### src/rtl/kcr_pkg.sv
// shared types and constants of the keypoint color ramp
`default_nettype none

package kcr_pkg;

  // field widths
  localparam int unsigned COLOR_W   = 16;
  localparam int unsigned TIME_W    = 16;
  localparam int unsigned POINT_W   = TIME_W + 3 * COLOR_W;
  localparam int unsigned CFG_IDX_W = 3;
  localparam int unsigned CFG_DATA_W = POINT_W;

  // color fixed point format
  localparam int unsigned COLOR_FRAC_BITS = 12;
  localparam int unsigned COLOR_ONE       = 1 << COLOR_FRAC_BITS;
  localparam logic [COLOR_W-1:0] DEF_RED   = COLOR_W'((4 * COLOR_ONE + 5) / 10);
  localparam logic [COLOR_W-1:0] DEF_GREEN = COLOR_W'((7 * COLOR_ONE + 5) / 10);
  localparam logic [COLOR_W-1:0] DEF_BLUE  = COLOR_W'(COLOR_ONE);

  // register indexes
  localparam logic [CFG_IDX_W-1:0] REG_MODE   = 3'd0;
  localparam logic [CFG_IDX_W-1:0] REG_COUNT  = 3'd1;
  localparam logic [CFG_IDX_W-1:0] REG_POINT0 = 3'd2;

  // interpolation modes
  localparam logic [1:0] MODE_CONST  = 2'd0;
  localparam logic [1:0] MODE_STEP   = 2'd1;
  localparam logic [1:0] MODE_LINEAR = 2'd2;

  // blend arithmetic widths
  localparam int unsigned DIFF_W = TIME_W + 1;        // signed time difference
  localparam int unsigned PROD_W = 2 * DIFF_W;        // signed product
  localparam int unsigned NUM_W  = PROD_W + 1;        // signed sum of products
  localparam int unsigned TOP_W  = NUM_W + 1;         // 2*num + d
  localparam int unsigned DIV_W  = TIME_W + 1;        // divisor 2*d
  localparam int unsigned QUO_W  = COLOR_W;

  // divider pipeline
  localparam int unsigned DIV_STEPS  = 4;
  localparam int unsigned DIV_STAGES = QUO_W / DIV_STEPS;

  // pipeline stage numbers
  localparam int unsigned ST_SEL     = 0;
  localparam int unsigned ST_OPER    = 1;
  localparam int unsigned ST_MUL     = 2;
  localparam int unsigned ST_SUM     = 3;
  localparam int unsigned ST_DIVSET  = 4;
  localparam int unsigned ST_OUT     = ST_DIVSET + DIV_STAGES + 1;
  localparam int unsigned NUM_STAGES = ST_OUT + 1;

  typedef logic [2:0][COLOR_W-1:0] rgb_t;   // [0] red, [1] green, [2] blue
  typedef logic [POINT_W-1:0] point_t;

  typedef struct packed {
    logic [DIV_W-1:0] rem;
    logic [QUO_W-1:0] num_lo;
    logic [QUO_W-1:0] quo;
  } div_t;

  typedef struct packed {
    logic             blend;
    logic [2:0]       neg;
    logic [2:0]       ovf;
    logic [DIV_W-1:0] dv;
    rgb_t             fix;
  } side_t;

  function automatic logic [TIME_W-1:0] pt_time(input point_t p);
    return p[POINT_W-1 -: TIME_W];
  endfunction

  function automatic rgb_t pt_color(input point_t p);
    rgb_t c;
    c[0] = p[3*COLOR_W-1 -: COLOR_W];
    c[1] = p[2*COLOR_W-1 -: COLOR_W];
    c[2] = p[COLOR_W-1 -: COLOR_W];
    return c;
  endfunction

endpackage

`default_nettype wire

### src/rtl/kcr_div_stage.sv
// one stage of the restoring divider, several quotient bits per stage
`default_nettype none

module kcr_div_stage (
  input  kcr_pkg::div_t              div_i,
  input  logic [kcr_pkg::DIV_W-1:0]  divisor_i,
  output kcr_pkg::div_t              div_o
);
  import kcr_pkg::*;

  always_comb begin
    div_t           cur;
    logic [DIV_W:0] trial;
    cur   = div_i;
    trial = '0;
    for (int s = 0; s < DIV_STEPS; s++) begin
      trial      = {cur.rem, cur.num_lo[QUO_W-1]};
      cur.num_lo = {cur.num_lo[QUO_W-2:0], 1'b0};
      if (trial >= {1'b0, divisor_i}) begin
        trial   = trial - {1'b0, divisor_i};
        cur.quo = {cur.quo[QUO_W-2:0], 1'b1};
      end else begin
        cur.quo = {cur.quo[QUO_W-2:0], 1'b0};
      end
      // remainder stays below the divisor
      cur.rem = trial[DIV_W-1:0];
    end
    div_o = cur;
  end

endmodule

`default_nettype wire

### config.mk
export PLATFORM = sky130hd
export DESIGN_NAME = kcr_div_stage
export DESIGN_NICKNAME = d
export VERILOG_FILES = /design/src/rtl/kcr_pkg.sv /design/src/rtl/kcr_div_stage.sv
export SDC_FILE = /design/constraint.sdc
export NUM_CORES = 1
export LEC_CHECK = 0
export BUFFER_PORTS_ARGS = -buffer_cell sky130_fd_sc_hd__buf_2
export CAP_MARGIN = 15
export CELL_PAD_IN_SITES_DETAIL_PLACEMENT = 1
export CELL_PAD_IN_SITES_GLOBAL_PLACEMENT = 2
export CORE_MARGIN = 2
export CORE_UTILIZATION = 29
export DETAILED_ROUTE_END_ITERATION = 8
export PLACE_DENSITY = 0.84
export SYNTH_ARGS = -nofsm -noshare
export SYNTH_HDL_FRONTEND = slang
export SYNTH_SLANG_ARGS = --single-unit
### constraint.sdc
create_clock -name vclk -period 14.8
set_clock_uncertainty 0.2 [all_clocks]
set_input_delay 2.22 -clock vclk [all_inputs]
set_output_delay 2.22 -clock vclk [all_outputs]
set_load 0.01 [all_outputs]
-- Yosys cells after proc, flatten, opt, wreduce, memory -nomap -nowiden
Cells that the tools add are included.
- output and inout bits: 49
- memory bits (read-only): 0
- logic and storage cells: 16
- input bits: 66
- RAM bits: 0
- memories: 0
- bits in latches: 0
- flip-flop bits (word level): 0
- muxes and demuxes: 8
- add/subtract/negate cells: 4
- bitwise gates (word level): 0
- reduce and logical (&&, ||, !) cells: 0
- shift operators: 0
- divide/modulo/power cells: 0
- order comparisons: 4
- eq/ne operators: 0
- multiply operators: 0
- operators by type and width (operator ; number):
    $ge 18x17->1 ; 4
    $mux 17 ; 4
    $sub 17x17->17 ; 4
    $mux 1 ; 4

-- Logic depth before layout (Yosys ltp)
- depth in word-level cells: 8
- mapped depth: 49
- depth with buffers taken out: 43

-- Worst setup path after synthesis
Ideal clock, no wire load.
- kind: input to output
- from: input port div_i[31] (netlist name)
- to: output port div_o[40] (netlist name)
- path buffers: 7
- data arrival time: 11969 ps
- slack: 411 ps
- cell stages on the path: 47
- cell sequence: inv_1 > ha_1 > inv_1 > fa_1 > a211oi_2 > o21ai_2 > nand4_2 > a41oi_1 > and2b_4 > inv_2 > buf_4 > buf_2 > o21ai_0 > fa_1 > nand2b_1 > a21oi_1 > nor4b_2 > nor4_2 > (+11 left out) > o21ai_0 > a21oi_1 > o31a_1 > and2_1 > buf_6 > buf_2 > mux2_2 > ha_1 > a2111oi_0 > o21ai_0 > a31o_2 > a21oi_1 > o21ai_0 > and3b_1 > o22a_1 > a211oi_4 > buf_6 > mux2_4
- RTL lines (what ; line ; source):
    from (decl) ; kcr_div_stage.sv:5 ; input kcr_pkg::div_t div_i,
    to (decl) ; kcr_div_stage.sv:7 ; output kcr_pkg::div_t div_o

==> run metrics <==
Worst setup SP type input pin; Hold Buf Count CTS 0; Final min period 14.14 ns; drt initial violations 214; initial antenna violation count 0; final number of hold-violating endpoints 0; post-route clock period utilization 95.6%; pwr dens 319 mW/mm2; Synth-to-Final Area Change 12.7%; Final setup viols 0; global-route wire length before repair 22300 um; Seq/Total Area, Yosys 0%; Tightest Pin Transition 0.512 ns; Critical Path RT 12.38 ns; most common cell in the netlist ha_1; layout cells sized above 1 28.6%; WS Path Type in -> out; Pins Over Slew Limit 0; Critical Path End Type output pin; crit path max-delay cell type ha_2; Mapped Area 0.00425 mm2; Synth Warn # 0; WL met3 342 um; crit path capture div_o[37]; syn_area_per_cell 7.76 um2; fmax 70.7 MHz; die height 125 um; DR pass1 iterations 4; remaining routing DRC violations 0; CP peak stage delay 0.44 ns; DRT antenna net count 0; Worst IR Drop VDD 0.240 mV; full die area 0.0156 mm2; gp weighted congestion 0.885; vias 4228; total power 1530 uW; WL/cell 17.8 um; All-Layer GR Usage 16.9%; setup TNS 0 ns; layout net count 738; run status finished, final reports clean; Synth top area share 20.0%; final antenna diode count 0; Starting Density 29.4%; total wire length 13900 um; Synth area leader ha_1; Worst Path Max Fanout 18; Die W 125 um; wl on met1 6410 um; Critical Path AT 11.72 ns; # rows 44; RSZ-0062 raised after global routing no; clock buffers 0; Synth area leaders ha_1 20%, mux2_2 11%, xnor2_1 7.4%; relative slew slack 65.7%; synthesized instance count 547; vias in the first global route 4559; num sequential 0; most used cell, CP mux2_2; # fillers 1826; most frequent cells after synthesis 68 x ha_1, 45 x a21oi_1, 42 x mux2_2, 38 x inv_1, 36 x xnor2_1; Port Buffers 59; Post-DP HPWL 12100 um; Worst Setup SP divisor_i[10]; Top Ports 115; core region area 0.0144 mm2; largest net degree at the start of global routing 19; max_cap viols 0; FF/Latch Area 0 um2; class of the worst hold path in -> out; WL met2 6980 um; gr ovfl total 0; highest routed metal layer met4; leakage 0.00220 uW; hold_sp div_i[7]; post-synth cell types 69; Avg Vias per Cell 5.41
-- worst min-delay path by stage --
stage | to | slack [ns] | depth (start not counted)
2_1_floorplan | div_o[10] | 4.33 | 1
3_3_place_gp | div_o[20] | 4.24 | 0
3_5_place_dp | div_o[20] | 4.24 | 0
4_1_cts | div_o[20] | 4.24 | 0
5_1_grt | div_o[11] | 4.24 | 0
6_report | div_o[11] | 4.24 | 0
-- layout by cell type (no fill, tap or decap), types with 3 or more instances in the layout --
cell / n
buf_2: 59
fa_1: 4
o21a_1: 9
o21ai_0: 25
nand2_1: 21
conb_1: 4
nand4_1: 11
o21bai_1: 6
a41oi_1: 3
a31oi_1: 5
buf_4: 27
mux2i_1: 3
o22ai_1: 4
or3_1: 3
nand3_1: 11
a31o_2: 4
xnor2_1: 36
mux2_4: 8
a21o_1: 17
nor3_1: 10
nor2b_1: 11
ha_1: 67
mux2_2: 42
nand2b_1: 10
nor2_1: 33
a21oi_1: 44
a21boi_0: 3
a211oi_4: 3
inv_1: 38
xor2_1: 14
-- cells by family after synthesis --
kind of cell,synth area share [%]
multiplexers,15.4
other,0.0883
adder cells (fa/ha/maj),21.9
XOR/XNOR,10.3
AND/OR/NAND/NOR,17.6
AO/OA/AOI/OAI,24.3
buffers and inverters,10.4
-- worst max-delay path, delay by kind of cell --
kind,cells,cell delay (ns)
simple gates,12,2.33
compound gates,16,3.39
buf+inv,6,0.94
fa+ha+maj,4,1.34
mux,4,1.48
-- where the power goes --
part,internal (uW),switching [uW]
registers,0,0
clock network,0,0
logic,771,754
-- stage by stage --
step           setup WS (ns)  area, um2  utilization, %  hold WS, ns  instances
2_1_floorplan          0.411       4260               -         4.33        550
3_3_place_gp           0.269       4680            32.5         4.24        777
3_5_place_dp           0.152       4680            32.5         4.24        777
4_1_cts                0.127       4680            32.5         4.24        777
5_1_grt               0.0284       4790            33.2         4.24        782
6_report               0.658       4790            33.2         4.24        782
-- layer usage --
layer,vias up,GRT usage (%)
li1,2087,-
met1,2048,22.1
met2,75,30.9
met3,18,0.899
met4,0,3.20
met5,-,0
-- area by class of cell --
type	count	area, um2	area share, %
multi-input cells	472	3890	81.3
inverters	39	149	3.11
well taps	184	230	4.81
repair buffers	87	518	10.8
-- timing repair --
item                       4_1_cts  5_1_grt
setup endpoints to repair        0       18
gates resized for setup          0       18
buffers inserted                 0        4
(Power assumes the default switching activity.)
